### config.mk
export PLATFORM = sky130hd
export DESIGN_NAME = processor_sharing_queue
export DESIGN_NICKNAME = d
export VERILOG_FILES = /design/src/psq_pkg.sv /design/src/psq_div.sv /design/src/psq_dp.sv /design/src/psq_ctrl.sv /design/src/processor_sharing_queue.sv
export SDC_FILE = /design/constraint.sdc
export NUM_CORES = 2
export LEC_CHECK = 0
export BUFFER_PORTS_ARGS = -buffer_cell sky130_fd_sc_hd__buf_2
export CAP_MARGIN = 10
export CORE_MARGIN = 4
export CORE_UTILIZATION = 30
export CTS_BUF_LIST = sky130_fd_sc_hd__clkbuf_8
export CTS_CLUSTER_DIAMETER = 120
export DETAILED_ROUTE_END_ITERATION = 10
export PLACE_DENSITY = 0.55
export SYNTH_ARGS = -nofsm -noshare
export SYNTH_HDL_FRONTEND = slang
export SYNTH_SLANG_ARGS = --single-unit
### constraint.sdc
create_clock -name clk -period 10.8 [get_ports clk]
set_input_delay 2.7 -clock clk [delete_from_list [all_inputs] [get_ports clk]]
set_output_delay 2.7 -clock clk [all_outputs]
set_load 0.03 [all_outputs]
### src/psq_pkg.sv
// Shared types and codes for the processor-sharing job table.
`timescale 1ns / 1ps
package psq_pkg;

    // Operation selector carried in the request
    localparam logic [1:0] FUNC_ARRIVE   = 2'd0;
    localparam logic [1:0] FUNC_ADVANCE  = 2'd1;
    localparam logic [1:0] FUNC_QUERY    = 2'd2;
    localparam logic [1:0] FUNC_COMPLETE = 2'd3;

    // Result status codes
    localparam logic [1:0] ST_OK    = 2'd0;
    localparam logic [1:0] ST_EMPTY = 2'd1;
    localparam logic [1:0] ST_FULL  = 2'd2;

    // Slot scan modes
    localparam logic [1:0] SCAN_FREE = 2'd0;
    localparam logic [1:0] SCAN_MIN  = 2'd1;
    localparam logic [1:0] SCAN_DED  = 2'd2;

    localparam int WORK_W = 32;

    // Controller to datapath
    typedef struct packed {
        logic       load_in;
        logic       scan_start;
        logic [1:0] scan_mode;
        logic       remove;
        logic       mul_go;
        logic       div_start;
        logic       out_load;
        logic [1:0] out_status;
    } psq_cmd_t;

    // Datapath to controller
    typedef struct packed {
        logic [1:0] func;
        logic       count_zero;
        logic       count_full;
        logic       scan_done;
        logic       div_done;
        logic       out_free;
    } psq_sts_t;

endpackage

### src/psq_div.sv
// Restoring divider, 64-bit dividend by 32-bit divisor, one quotient bit per cycle.
`timescale 1ns / 1ps
module psq_div
(
    input  logic        clk,
    input  logic        rst_n,
    input  logic        start,
    input  logic [63:0] dividend,
    input  logic [31:0] divisor,
    output logic [63:0] quotient,
    output logic        done
);
    logic [63:0] dvd_reg, dvd_next;
    logic [31:0] rem_reg, rem_next;
    logic [31:0] dsr_reg;
    logic [6:0]  cnt_reg;
    logic        busy_reg;
    logic        done_reg;
    logic [32:0] trial;

    // One restoring step on the running remainder
    always_comb
    begin
        trial = {rem_reg, dvd_reg[63]};
        if (trial >= {1'b0, dsr_reg})
        begin
            rem_next = 32'(trial - {1'b0, dsr_reg});
            dvd_next = {dvd_reg[62:0], 1'b1};
        end
        else
        begin
            rem_next = trial[31:0];
            dvd_next = {dvd_reg[62:0], 1'b0};
        end
    end

    // Control: count 64 steps, pulse done after the last
    always_ff @(posedge clk or negedge rst_n)
    begin
        if (!rst_n)
        begin
            busy_reg <= 1'b0;
            done_reg <= 1'b0;
            cnt_reg  <= 7'd0;
        end
        else
        begin
            done_reg <= 1'b0;
            if (start)
            begin
                busy_reg <= 1'b1;
                cnt_reg  <= 7'd0;
            end
            else if (busy_reg)
            begin
                cnt_reg <= cnt_reg + 7'd1;
                if (cnt_reg == 7'd63)
                begin
                    busy_reg <= 1'b0;
                    done_reg <= 1'b1;
                end
            end
        end
    end

    // Operands and shifting quotient
    always_ff @(posedge clk)
    begin
        if (start)
        begin
            dvd_reg <= dividend;
            rem_reg <= 32'd0;
            dsr_reg <= divisor;
        end
        else if (busy_reg)
        begin
            dvd_reg <= dvd_next;
            rem_reg <= rem_next;
        end
    end

    assign quotient = dvd_reg;
    assign done     = done_reg;
endmodule

### src/psq_dp.sv
// Datapath: job slots, slot scanner, multiplier, divider and result register.
`timescale 1ns / 1ps
module psq_dp #(
    parameter int MAX_JOBS = 16,
    parameter int ID_BITS  = 16
)
(
    input  logic             clk,
    input  logic             rst_n,
    input  psq_pkg::psq_cmd_t cmd,
    output psq_pkg::psq_sts_t sts,
    input  logic [1:0]       in_func,
    input  logic [15:0]      in_job_id,
    input  logic [31:0]      in_amount,
    input  logic             cfg_we,
    input  logic [31:0]      cfg_data,
    output logic             out_valid,
    input  logic             out_ready,
    output logic [15:0]      out_next_id,
    output logic [31:0]      out_finish_time,
    output logic [1:0]       out_status
);
    import psq_pkg::*;

    localparam int IW = (MAX_JOBS > 1) ? $clog2(MAX_JOBS) : 1;
    localparam int CW = $clog2(MAX_JOBS + 1);
    localparam logic [IW-1:0] LAST_IDX = IW'(MAX_JOBS - 1);

    // Slot storage
    logic [WORK_W-1:0]  work_mem [MAX_JOBS];
    logic [ID_BITS-1:0] id_mem   [MAX_JOBS];
    logic [MAX_JOBS-1:0] valid_reg;
    logic [CW-1:0]      count_reg;

    logic [31:0]        rate_reg;
    logic [1:0]         func_reg;
    logic [ID_BITS-1:0] id_reg;
    logic [31:0]        amount_reg;

    // Scanner
    logic               issue_reg;
    logic [IW-1:0]      idx_reg;
    logic               p_vld_reg;
    logic [IW-1:0]      p_idx_reg;
    logic [WORK_W-1:0]  rd_work_reg;
    logic [ID_BITS-1:0] rd_id_reg;
    logic [1:0]         mode_reg;
    logic               found_reg;

    logic               best_any_reg;
    logic [IW-1:0]      best_idx_reg;
    logic [WORK_W-1:0]  best_work_reg;
    logic [ID_BITS-1:0] best_id_reg;

    logic [32:0]        ded_reg;
    logic [31:0]        fin_reg;
    logic [63:0]        prod_reg;

    logic               out_valid_reg;
    logic [15:0]        out_id_reg;
    logic [31:0]        out_fin_reg;
    logic [1:0]         out_st_reg;

    logic               arr_write;
    logic               ded_write;
    logic [WORK_W-1:0]  ded_work;
    logic               take_best;
    logic [31:0]        mul_a;
    logic [31:0]        mul_b;
    logic [63:0]        div_dvd;
    logic [31:0]        div_dsr;
    logic [63:0]        quot;
    logic               div_done;

    // Slot actions of the processing stage
    always_comb
    begin
        arr_write = p_vld_reg && (mode_reg == SCAN_FREE) && !valid_reg[p_idx_reg] && !found_reg;
        ded_write = p_vld_reg && (mode_reg == SCAN_DED) && valid_reg[p_idx_reg];
        take_best = p_vld_reg && (mode_reg == SCAN_MIN) && valid_reg[p_idx_reg]
                    && (!best_any_reg || (rd_work_reg < best_work_reg));
        if ({1'b0, rd_work_reg} <= ded_reg)
            ded_work = '0;
        else
            ded_work = rd_work_reg - ded_reg[31:0];
    end

    // Multiplier operands and divider operands by operation
    always_comb
    begin
        if (func_reg == FUNC_ADVANCE)
        begin
            mul_a   = amount_reg;
            mul_b   = rate_reg;
            div_dvd = {16'd0, prod_reg[63:16]};
            div_dsr = 32'(count_reg);
        end
        else
        begin
            mul_a   = best_work_reg;
            mul_b   = 32'(count_reg);
            div_dvd = {prod_reg[47:0], 16'd0};
            div_dsr = rate_reg;
        end
    end

    psq_div u_div (
        .clk      (clk),
        .rst_n    (rst_n),
        .start    (cmd.div_start),
        .dividend (div_dvd),
        .divisor  (div_dsr),
        .quotient (quot),
        .done     (div_done)
    );

    // Memory write and registered read
    always_ff @(posedge clk)
    begin
        if (arr_write)
        begin
            work_mem[p_idx_reg] <= amount_reg;
            id_mem[p_idx_reg]   <= id_reg;
        end
        else if (ded_write)
        begin
            work_mem[p_idx_reg] <= ded_work;
        end
        rd_work_reg <= work_mem[idx_reg];
        rd_id_reg   <= id_mem[idx_reg];
    end

    // Payload registers
    always_ff @(posedge clk)
    begin
        if (cmd.load_in)
        begin
            func_reg   <= in_func;
            id_reg     <= ID_BITS'(in_job_id);
            amount_reg <= in_amount;
        end
        if (cmd.scan_start)
            mode_reg <= cmd.scan_mode;
        if (take_best)
        begin
            best_idx_reg  <= p_idx_reg;
            best_work_reg <= rd_work_reg;
            best_id_reg   <= rd_id_reg;
        end
        if (cmd.mul_go)
            prod_reg <= mul_a * mul_b;
        if (cmd.remove)
            ded_reg <= {1'b0, best_work_reg};
        else if (div_done && func_reg == FUNC_ADVANCE)
            ded_reg <= (quot[63:32] != 32'd0) ? 33'h1_0000_0000 : {1'b0, quot[31:0]};
        if (div_done && func_reg == FUNC_QUERY)
            fin_reg <= (quot[63:32] != 32'd0) ? 32'hFFFF_FFFF : quot[31:0];
        if (cmd.out_load)
        begin
            out_st_reg  <= cmd.out_status;
            out_id_reg  <= (cmd.out_status == ST_OK && func_reg[1]) ? 16'(best_id_reg) : 16'd0;
            out_fin_reg <= (cmd.out_status == ST_OK && func_reg == FUNC_QUERY) ? fin_reg : 32'd0;
        end
    end

    // Control state of the datapath
    always_ff @(posedge clk or negedge rst_n)
    begin
        if (!rst_n)
        begin
            rate_reg      <= 32'd65536;
            valid_reg     <= '0;
            count_reg     <= '0;
            issue_reg     <= 1'b0;
            idx_reg       <= '0;
            p_vld_reg     <= 1'b0;
            p_idx_reg     <= '0;
            found_reg     <= 1'b0;
            best_any_reg  <= 1'b0;
            out_valid_reg <= 1'b0;
        end
        else
        begin
            if (cfg_we)
                rate_reg <= cfg_data;

            // advance the read address across all slots
            if (cmd.scan_start)
            begin
                issue_reg    <= 1'b1;
                idx_reg      <= '0;
                found_reg    <= 1'b0;
                best_any_reg <= 1'b0;
            end
            else if (issue_reg)
            begin
                if (idx_reg == LAST_IDX)
                    issue_reg <= 1'b0;
                else
                    idx_reg <= idx_reg + 1'b1;
            end
            p_vld_reg <= issue_reg;
            p_idx_reg <= idx_reg;

            if (take_best)
                best_any_reg <= 1'b1;
            if (arr_write)
            begin
                valid_reg[p_idx_reg] <= 1'b1;
                count_reg            <= count_reg + 1'b1;
                found_reg            <= 1'b1;
            end
            if (cmd.remove)
            begin
                valid_reg[best_idx_reg] <= 1'b0;
                count_reg               <= count_reg - 1'b1;
            end

            // hold the result until the receiver takes it
            if (cmd.out_load)
                out_valid_reg <= 1'b1;
            else if (out_ready)
                out_valid_reg <= 1'b0;
        end
    end

    always_comb
    begin
        sts.func       = func_reg;
        sts.count_zero = (count_reg == '0);
        sts.count_full = (count_reg == CW'(MAX_JOBS));
        sts.scan_done  = p_vld_reg && (p_idx_reg == LAST_IDX);
        sts.div_done   = div_done;
        sts.out_free   = !out_valid_reg || out_ready;
    end

    assign out_valid       = out_valid_reg;
    assign out_next_id     = out_id_reg;
    assign out_finish_time = out_fin_reg;
    assign out_status      = out_st_reg;
endmodule

### src/psq_ctrl.sv
// Controller: sequences each request through scan, multiply and divide steps.
`timescale 1ns / 1ps
module psq_ctrl
(
    input  logic              clk,
    input  logic              rst_n,
    input  logic              in_valid,
    output logic              in_ready,
    input  psq_pkg::psq_sts_t sts,
    output psq_pkg::psq_cmd_t cmd
);
    import psq_pkg::*;

    localparam logic [3:0] S_IDLE   = 4'd0;
    localparam logic [3:0] S_DEC    = 4'd1;
    localparam logic [3:0] S_SCAN   = 4'd2;
    localparam logic [3:0] S_REMOVE = 4'd3;
    localparam logic [3:0] S_DED    = 4'd4;
    localparam logic [3:0] S_MUL    = 4'd5;
    localparam logic [3:0] S_DIVGO  = 4'd6;
    localparam logic [3:0] S_DIV    = 4'd7;
    localparam logic [3:0] S_OUT    = 4'd8;

    logic [3:0] state_reg, state_next;
    logic [1:0] st_reg, st_next;

    always_comb
    begin
        state_next     = state_reg;
        st_next        = st_reg;
        cmd            = '0;
        cmd.out_status = st_reg;
        in_ready       = 1'b0;
        case (state_reg)
            S_IDLE:
            begin
                in_ready = 1'b1;
                if (in_valid)
                begin
                    cmd.load_in = 1'b1;
                    state_next  = S_DEC;
                end
            end
            S_DEC:
            begin
                st_next = ST_OK;
                if (sts.func == FUNC_ARRIVE)
                begin
                    if (sts.count_full)
                    begin
                        st_next    = ST_FULL;
                        state_next = S_OUT;
                    end
                    else
                    begin
                        cmd.scan_start = 1'b1;
                        cmd.scan_mode  = SCAN_FREE;
                        state_next     = S_SCAN;
                    end
                end
                else if (sts.count_zero)
                begin
                    st_next    = ST_EMPTY;
                    state_next = S_OUT;
                end
                else if (sts.func == FUNC_ADVANCE)
                begin
                    state_next = S_MUL;
                end
                else
                begin
                    cmd.scan_start = 1'b1;
                    cmd.scan_mode  = SCAN_MIN;
                    state_next     = S_SCAN;
                end
            end
            S_SCAN:
            begin
                if (sts.scan_done)
                begin
                    if (sts.func == FUNC_ARRIVE)
                        state_next = S_OUT;
                    else if (sts.func == FUNC_QUERY)
                        state_next = S_MUL;
                    else
                        state_next = S_REMOVE;
                end
            end
            S_REMOVE:
            begin
                // drop the least job and deduct its work from the rest
                cmd.remove     = 1'b1;
                cmd.scan_start = 1'b1;
                cmd.scan_mode  = SCAN_DED;
                state_next     = S_DED;
            end
            S_DED:
            begin
                if (sts.scan_done)
                    state_next = S_OUT;
            end
            S_MUL:
            begin
                cmd.mul_go = 1'b1;
                state_next = S_DIVGO;
            end
            S_DIVGO:
            begin
                cmd.div_start = 1'b1;
                state_next    = S_DIV;
            end
            S_DIV:
            begin
                if (sts.div_done)
                begin
                    if (sts.func == FUNC_ADVANCE)
                    begin
                        cmd.scan_start = 1'b1;
                        cmd.scan_mode  = SCAN_DED;
                        state_next     = S_DED;
                    end
                    else
                    begin
                        state_next = S_OUT;
                    end
                end
            end
            S_OUT:
            begin
                if (sts.out_free)
                begin
                    cmd.out_load = 1'b1;
                    state_next   = S_IDLE;
                end
            end
            default:
            begin
                state_next = S_IDLE;
            end
        endcase
    end

    always_ff @(posedge clk or negedge rst_n)
    begin
        if (!rst_n)
        begin
            state_reg <= S_IDLE;
            st_reg    <= ST_OK;
        end
        else
        begin
            state_reg <= state_next;
            st_reg    <= st_next;
        end
    end
endmodule

### src/processor_sharing_queue.sv
// Top level of the processor-sharing job table.
//
// Requests enter on s_tvalid/s_tready: s_tuser is the operation (arrival,
// advance time, query next, complete next), s_tdata carries the job id and
// the Q16.16 amount. Each request gives exactly one result on m_tvalid/
// m_tready: m_tdata holds next id and finish time, m_tuser the status.
// The service rate comes in on cfg_valid/cfg_data. The user must write it
// only while the block is idle; the block itself does not enforce this.
// One request is in work at a time. Apart from a non-arrival request on an
// empty table and an arrival on a full table, which go straight to the
// result, each request runs a slot scan (one slot per cycle through the slot
// memory); advance and query also run the 64-step divider.
// A finished result waits in an output register; while the receiver stalls,
// the next request is still taken and runs up to its own result.
// Reset empties the table and sets the rate to 1.0; no clearing pass is run.
`timescale 1ns / 1ps
module processor_sharing_queue #(
    parameter int MAX_JOBS = 16,
    parameter int ID_BITS  = 16
)
(
    input  logic        clk,
    input  logic        rst_n,
    input  logic        s_tvalid,
    output logic        s_tready,
    input  logic [47:0] s_tdata,   // job_id[15:0], amount[47:16]
    input  logic [1:0]  s_tuser,   // func[1:0]
    output logic        m_tvalid,
    input  logic        m_tready,
    output logic [47:0] m_tdata,   // next_id[15:0], finish_time[47:16]
    output logic [1:0]  m_tuser,   // status[1:0]
    input  logic        cfg_valid,
    output logic        cfg_ready,
    input  logic [31:0] cfg_data
);
    import psq_pkg::*;

    psq_cmd_t    cmd;
    psq_sts_t    sts;
    logic [15:0] next_id;
    logic [31:0] finish_time;

    assign cfg_ready = 1'b1;

    psq_ctrl u_ctrl (
        .clk      (clk),
        .rst_n    (rst_n),
        .in_valid (s_tvalid),
        .in_ready (s_tready),
        .sts      (sts),
        .cmd      (cmd)
    );

    psq_dp #(
        .MAX_JOBS (MAX_JOBS),
        .ID_BITS  (ID_BITS)
    ) u_dp (
        .clk             (clk),
        .rst_n           (rst_n),
        .cmd             (cmd),
        .sts             (sts),
        .in_func         (s_tuser),
        .in_job_id       (s_tdata[15:0]),
        .in_amount       (s_tdata[47:16]),
        .cfg_we          (cfg_valid && cfg_ready),
        .cfg_data        (cfg_data),
        .out_valid       (m_tvalid),
        .out_ready       (m_tready),
        .out_next_id     (next_id),
        .out_finish_time (finish_time),
        .out_status      (m_tuser)
    );

    assign m_tdata = {finish_time, next_id};

    // One request at a time: no new request right after one is taken
    a_one_at_a_time: assert property (@(posedge clk) disable iff (!rst_n)
        (s_tvalid && s_tready) |=> !s_tready)
        else $error("request accepted while previous one in work");

    // Never overwrite a result the receiver has not taken
    a_no_overwrite: assert property (@(posedge clk) disable iff (!rst_n)
        cmd.out_load |-> !(m_tvalid && !m_tready))
        else $error("result register overwritten");

    // Divider never finishes in the cycle after it starts
    a_div_latency: assert property (@(posedge clk) disable iff (!rst_n)
        cmd.div_start |=> !sts.div_done)
        else $error("divider done too early");
endmodule
-- Word-level counts from Yosys, hierarchy flattened
Memories as Yosys holds them, arrays and structs flattened. A register that Yosys moved wholly into a read port is not among the register bits.
Index checks and enable logic that the tools add are counted.
- flip-flop bits (word level): 492
- bits in writable memories: 768
- logic and storage cells: 189
- memories: 2
- memory list (name ; words ; width ; rd ports ; clocked after memory_dff ; wr ports ; line ; RTL):
    u_dp.work_mem ; 16 ; 32 ; 1 ; 1 ; 1 ; psq_dp.sv:30 ; logic [WORK_W-1:0] work_mem [MAX_JOBS];
    u_dp.id_mem ; 16 ; 16 ; 1 ; 1 ; 1 ; psq_dp.sv:31 ; logic [ID_BITS-1:0] id_mem [MAX_JOBS];
- add/sub/neg operators: 6
- $mul: 1
- $lt $le $gt $ge: 7
- eq/ne operators: 22
- multiplexer cells: 78
- bitwise gates (word level): 4
- reductions and logical operators: 36
- operators with widths (cell ; number):
    32-bit 2-to-1 mux ; 7
    64-bit 2-to-1 mux ; 3
    32-bit by 32-bit multiplier with 64-bit output ; 1
    32-bit subtractor ; 2
    4-bit 2-to-1 mux ; 13
    4-bit case mux with 9 select lines ; 1
    33-bit by 32-bit >= comparator with 1-bit output ; 1
    32-bit by 33-bit <= comparator with 1-bit output ; 1
    33-bit 2-to-1 mux ; 1
    32-bit less-than comparator ; 1
    1-bit 2-to-1 mux ; 32
    16-bit 2-to-1 mux ; 2
    32-bit nonzero test ; 1
    3-bit 2-to-1 mux ; 8
    16-bit bitwise AND ; 1
    4-bit by 3-bit == test with 1-bit output, second input constant ; 4
    16-bit inverter ; 1
    16-bit bitwise OR ; 1
    1-bit logical AND ; 15
    5-bit 2-to-1 mux ; 3
    7-bit 2-to-1 mux ; 2
    2-bit nonzero test ; 7
    4-bit == test, second input constant ; 3
    4-bit by 5-bit less-than comparator with 1-bit output, second input constant ; 2
    25 further kinds ; 41

-- Logic depth before layout (Yosys ltp)
- word-level depth: 8
- gate-level depth with buffers: 34

-- Modules after synthesis
From an unflattened synthesis, not the netlist that was laid out.
- cell total of the unflattened synthesis: 7052
- area total of the unflattened synthesis: 87699.1 um2
- modules (own cells, without submodules) (module ; instances ; cells each ; area an instance (um2) ; sequential area each (um2)):
    psq_dp ; 1 ; 6300 ; 79787.8 ; 34164.0
    psq_div ; 1 ; 676 ; 7305.8 ; 3748.6
    psq_ctrl ; 1 ; 74 ; 594.3 ; 150.1
    processor_sharing_queue ; 1 ; 2 ; 11.3 ; 0.0

-- Worst setup path before layout
Ideal clock, no wire load.
- path kind: register to register
- start point: register u_dp.func_reg[0]
- end point: register u_dp.prod_reg[60] (data pin)
- arrival time: 8.202 ns
- data required time: 10.605 ns
- setup slack: 2.403 ns
- stages on the path, launching flop included: 31
- period minus slack after synthesis: 8.397 ns
- cells stage by stage: edfxtp_1 -> nor2b_1 -> clkbuf_1 -> mux2i_1 -> clkbuf_1 -> nor2_1 -> fa_1 -> inv_1 -> fa_1 -> fa_1 -> fa_1 -> inv_1 -> fa_1 -> inv_1 -> fa_1 -> inv_1 -> fa_1 -> inv_1 -> fa_1 -> inv_1 -> ha_1 -> and3_1 -> nand3_1 -> or2_2 -> o22ai_1 -> o21ai_0 -> a21oi_1 -> o211ai_1 -> o221a_2 -> o31a_1 -> o311ai_0
- cells in the longest elaborated chain, start to end: 3
- elaborated cells on any way between the ends: 4
- RTL lines (element ; line ; RTL):
    start: declaration ; psq_dp.sv:36 ; logic [1:0] func_reg;
    start signal: assignment ; psq_dp.sv:138 ; func_reg <= in_func;
    2-bit by 1-bit == test with 1-bit output * ; psq_dp.sv:91 ; if (func_reg == FUNC_ADVANCE)
    32-bit 2-to-1 mux ; psq_dp.sv:91 ;
    32-bit by 32-bit multiplier with 64-bit output * ; psq_dp.sv:151 ; prod_reg <= mul_a * mul_b;
    end signal: assignment ; psq_dp.sv:151 ;
    end: declaration ; psq_dp.sv:57 ; logic [63:0] prod_reg;
Every way passes the cells marked *; elsewhere a longest branch is shown, timed or not.
A chain may end at the register's enable or synchronous reset.

-- Worst setup path in the final report
- start point: register u_dp.func_reg[0]
- end point: register u_dp.prod_reg[63] (data pin)
The elaborated chain is that of the path after synthesis.

==> results.tsv <==
metric	value	unit
synth.distinct_cells	86	
gr-usage-all-layers	18.10	%
slew_violations	0	
numCtsBuffers	218	
synth_mux_area_share	6.923	%
tritoncts	done	
stdcell_count	11060	
cts_resized	0	
io_buffers	138	
cts_setup_buffers	0	
vias_per_cell	5.119	
path_buf_inv	3	
synth_compound_area_share	4.929	%
relSlewSlack	7.909	%
grt_pass1_vias	59320	
routedWlPerCell	24.87	microns
gp_congestion	0.9486	
timing.setup.critical_path_class	flip-flop to flip-flop	
cp_common_cell	fa_1	
placementRows	197	
remaining_drc_errors	0	
hold_viol_final	0	
die-height	546.6	microns
design.die.area	298800	sq um
dp_cells	10650	
cts_buffer_depth	4	
synth_area	87030	sq um
synth_area_per_cell	12.41	sq um
largest_register_ffs	512	
maxCapViolations	0	
antenna_left	0	
fin_crit_sh	93.89	%
ys_warn_count	0	
worstHoldPathType	flip-flop to flip-flop	
routed_wirelength	275100	microns
n_fill_cell	28560	
cts_sinks	1308	
post_synth_and_or_nand_nor_area_fraction	11.10	%
ios	140	
dr.pass1.iters	6	
dr.first_iter.drc_count	5483	
async_reset_ff_share	6.193	%
initial_core_util	30.18	%
ctsHoldBuffers	0	
htreeDepth	4	
cp_slowest_cell	fa_1	
final_cell_mix	edfxtp_1, inv_1, fa_1, nand2_1, and3_1	
cts_root_buf	clkbuf_8	
rsz0062_at_grt	no	
synthXorXnorAreaFrac	1.198	%
endpoint_kind	flip-flop	
setup_viol	0	
cp_max_fo	98	
synth-main-ff-cell	edfxtp_1	
crit_family	adder cells	
max_freq	0.09862	GHz
cp_slowest_stage_delay	620	ps
clk_pin_slew	70	ps
largest-register	u_dp.work_mem	
yosysSeqAreaShare	43.73	%
fp.dieW	546.6	microns
synth_seq_cells	1308	
clock_skew	110.8	ps
synth_top_family_by_area	adder cells	
grt_max_degree	131	
synthCells	7016	
clkLatencyLatePin	990	ps
crit_arrival	10820	ps
reg_top3	u_dp.work_mem x512, u_dp.id_mem x256	
syn_to_final_growth	10.84	%
core	288400	sq um
drive_above_1_share	12.81	%
via_count	56610	
nets	8438	
tightest_slew	1381	ps
period_needed	10140	ps
grt_first_pass_wirelength	403900	microns
synth-adder-area-share	25.90	%
grt_overflow_total	0	
synth-edff-count	1146	
critPathLaunchType	flip-flop	
fin_setup_tns	0	ps
synth_nets	8365	
status	complete, no violations	
hpwlAfterDp	194200	microns
final_common_cell	edfxtp_1	
antenna_found_initial	37	
crit_required	11480	ps
[per-layer routing]
metal  up-vias  global-route usage [%]  part of all wire [%]
met3       508                   3.695                   8.4
met2      2400                   29.74                    48
met1     29540                   24.17                    41
met5         -                       0                 0.034
li1      24140                       -                     -
met4        14                   5.386                   3.2
[path summary, 6_finish.rpt]
check | end | slack (ps) | start | cells past startpoint
min reg2reg | u_dp.best_id_reg[9]$_DFFE_PP_ | 400 | u_dp.rd_id_reg[9]$_DFF_P_ | 0
min | u_dp.best_id_reg[9]$_DFFE_PP_ | 400 | u_dp.rd_id_reg[9]$_DFF_P_ | 0
max in group asynchronous | u_dp.idx_reg[0]$_DFFE_PN0P_ | 7680 | rst_n | 2
max | u_dp.prod_reg[63]$_DFFE_PP_ | 660 | u_dp.func_reg[0]$_DFFE_PP_ | 26
min in group asynchronous | u_dp.rate_reg[26]$_DFFE_PN0P_ | 1730 | rst_n | 1
max reg2reg | u_dp.prod_reg[63]$_DFFE_PP_ | 660 | u_dp.func_reg[0]$_DFFE_PP_ | 26
[per-stage QoR]
step | instance area, sq um | util, % | hold slack, ps | worst slack [ps]
6_report | 96470 | 33.45 | 401.2 | 660.0
5_1_grt | 96460 | 33.45 | 400.4 | 259.5
4_1_cts | 96440 | 33.44 | 397.8 | 809.1
3_5_place_dp | 92270 | 31.99 | 388.7 | 944.7
3_3_place_gp | 92270 | 31.99 | 375.5 | 1075
2_1_floorplan | 87030 | - | 351.9 | 2403
[cell usage after synthesis (all sizes together), types with 4 or more instances]
cell type	number	area [sq um]
edfxtp	1146	34410
inv	989	3712
fa	899	18000
nand2	683	2564
and3	524	3278
clkbuf	402	1509
ha	363	4542
mux4	245	5522
nor2	238	903.4
a21oi	187	935.9
o21ai	154	770.7
nand3	127	635.6
a21o	116	870.8
and2	101	631.9
dfxtp	81	1622
dfrtp	80	2002
xnor2	76	665.6
a31oi	69	431.7
nand4	48	300.3
or3	48	305.3
nor2b	46	287.8
xor2	43	376.6
buf	41	183.9
mux2	35	394.1
a22o	30	262.8
nand2b	30	187.7
nor3	29	160.2
nor4	17	112.6
o21a	15	112.6
or2	15	98.85
o21bai	14	105.1
mux2i	11	110.1
a211oi	9	67.56
o22a	9	78.83
a221oi	8	76.32
and4	8	70.07
a32o	6	60.06
o211ai	6	45.04
o41ai	6	86.34
o22ai	5	31.28
o31ai	5	37.54
nand4b	4	35.03
[area by class of cell]
| class | instances | area (sq um) | share of cell area, % |
|---|---|---|---|
| antenna | 11 | 27.53 | 0.02853 |
| clock buffer | 230 | 3166 | 3.281 |
| clock inverter | 168 | 1012 | 1.049 |
| inverter | 990 | 3719 | 3.855 |
| multi-input combinational | 4275 | 43810 | 45.41 |
| sequential | 1308 | 38080 | 39.47 |
| tap | 3781 | 4731 | 4.904 |
| timing repair buffer | 296 | 1929 | 2.000 |
[kinds of logic (layout without fill, tap and decap cells)]
kind of cell | Yosys count | in the layout
buffers and inverters | 1433 | 1684
adders and majority gates | 1262 | 1262
and+or+nand+nor | 1929 | 1929
muxes | 291 | 291
DFF | 1308 | 1308
xor gates and xnor gates | 119 | 119
other | 1 | 12
AOI/OAI and AO/OA | 673 | 673
Power is not shown: default switching activity piles up to over one toggle a cycle in this logic, so the estimate is an artifact.
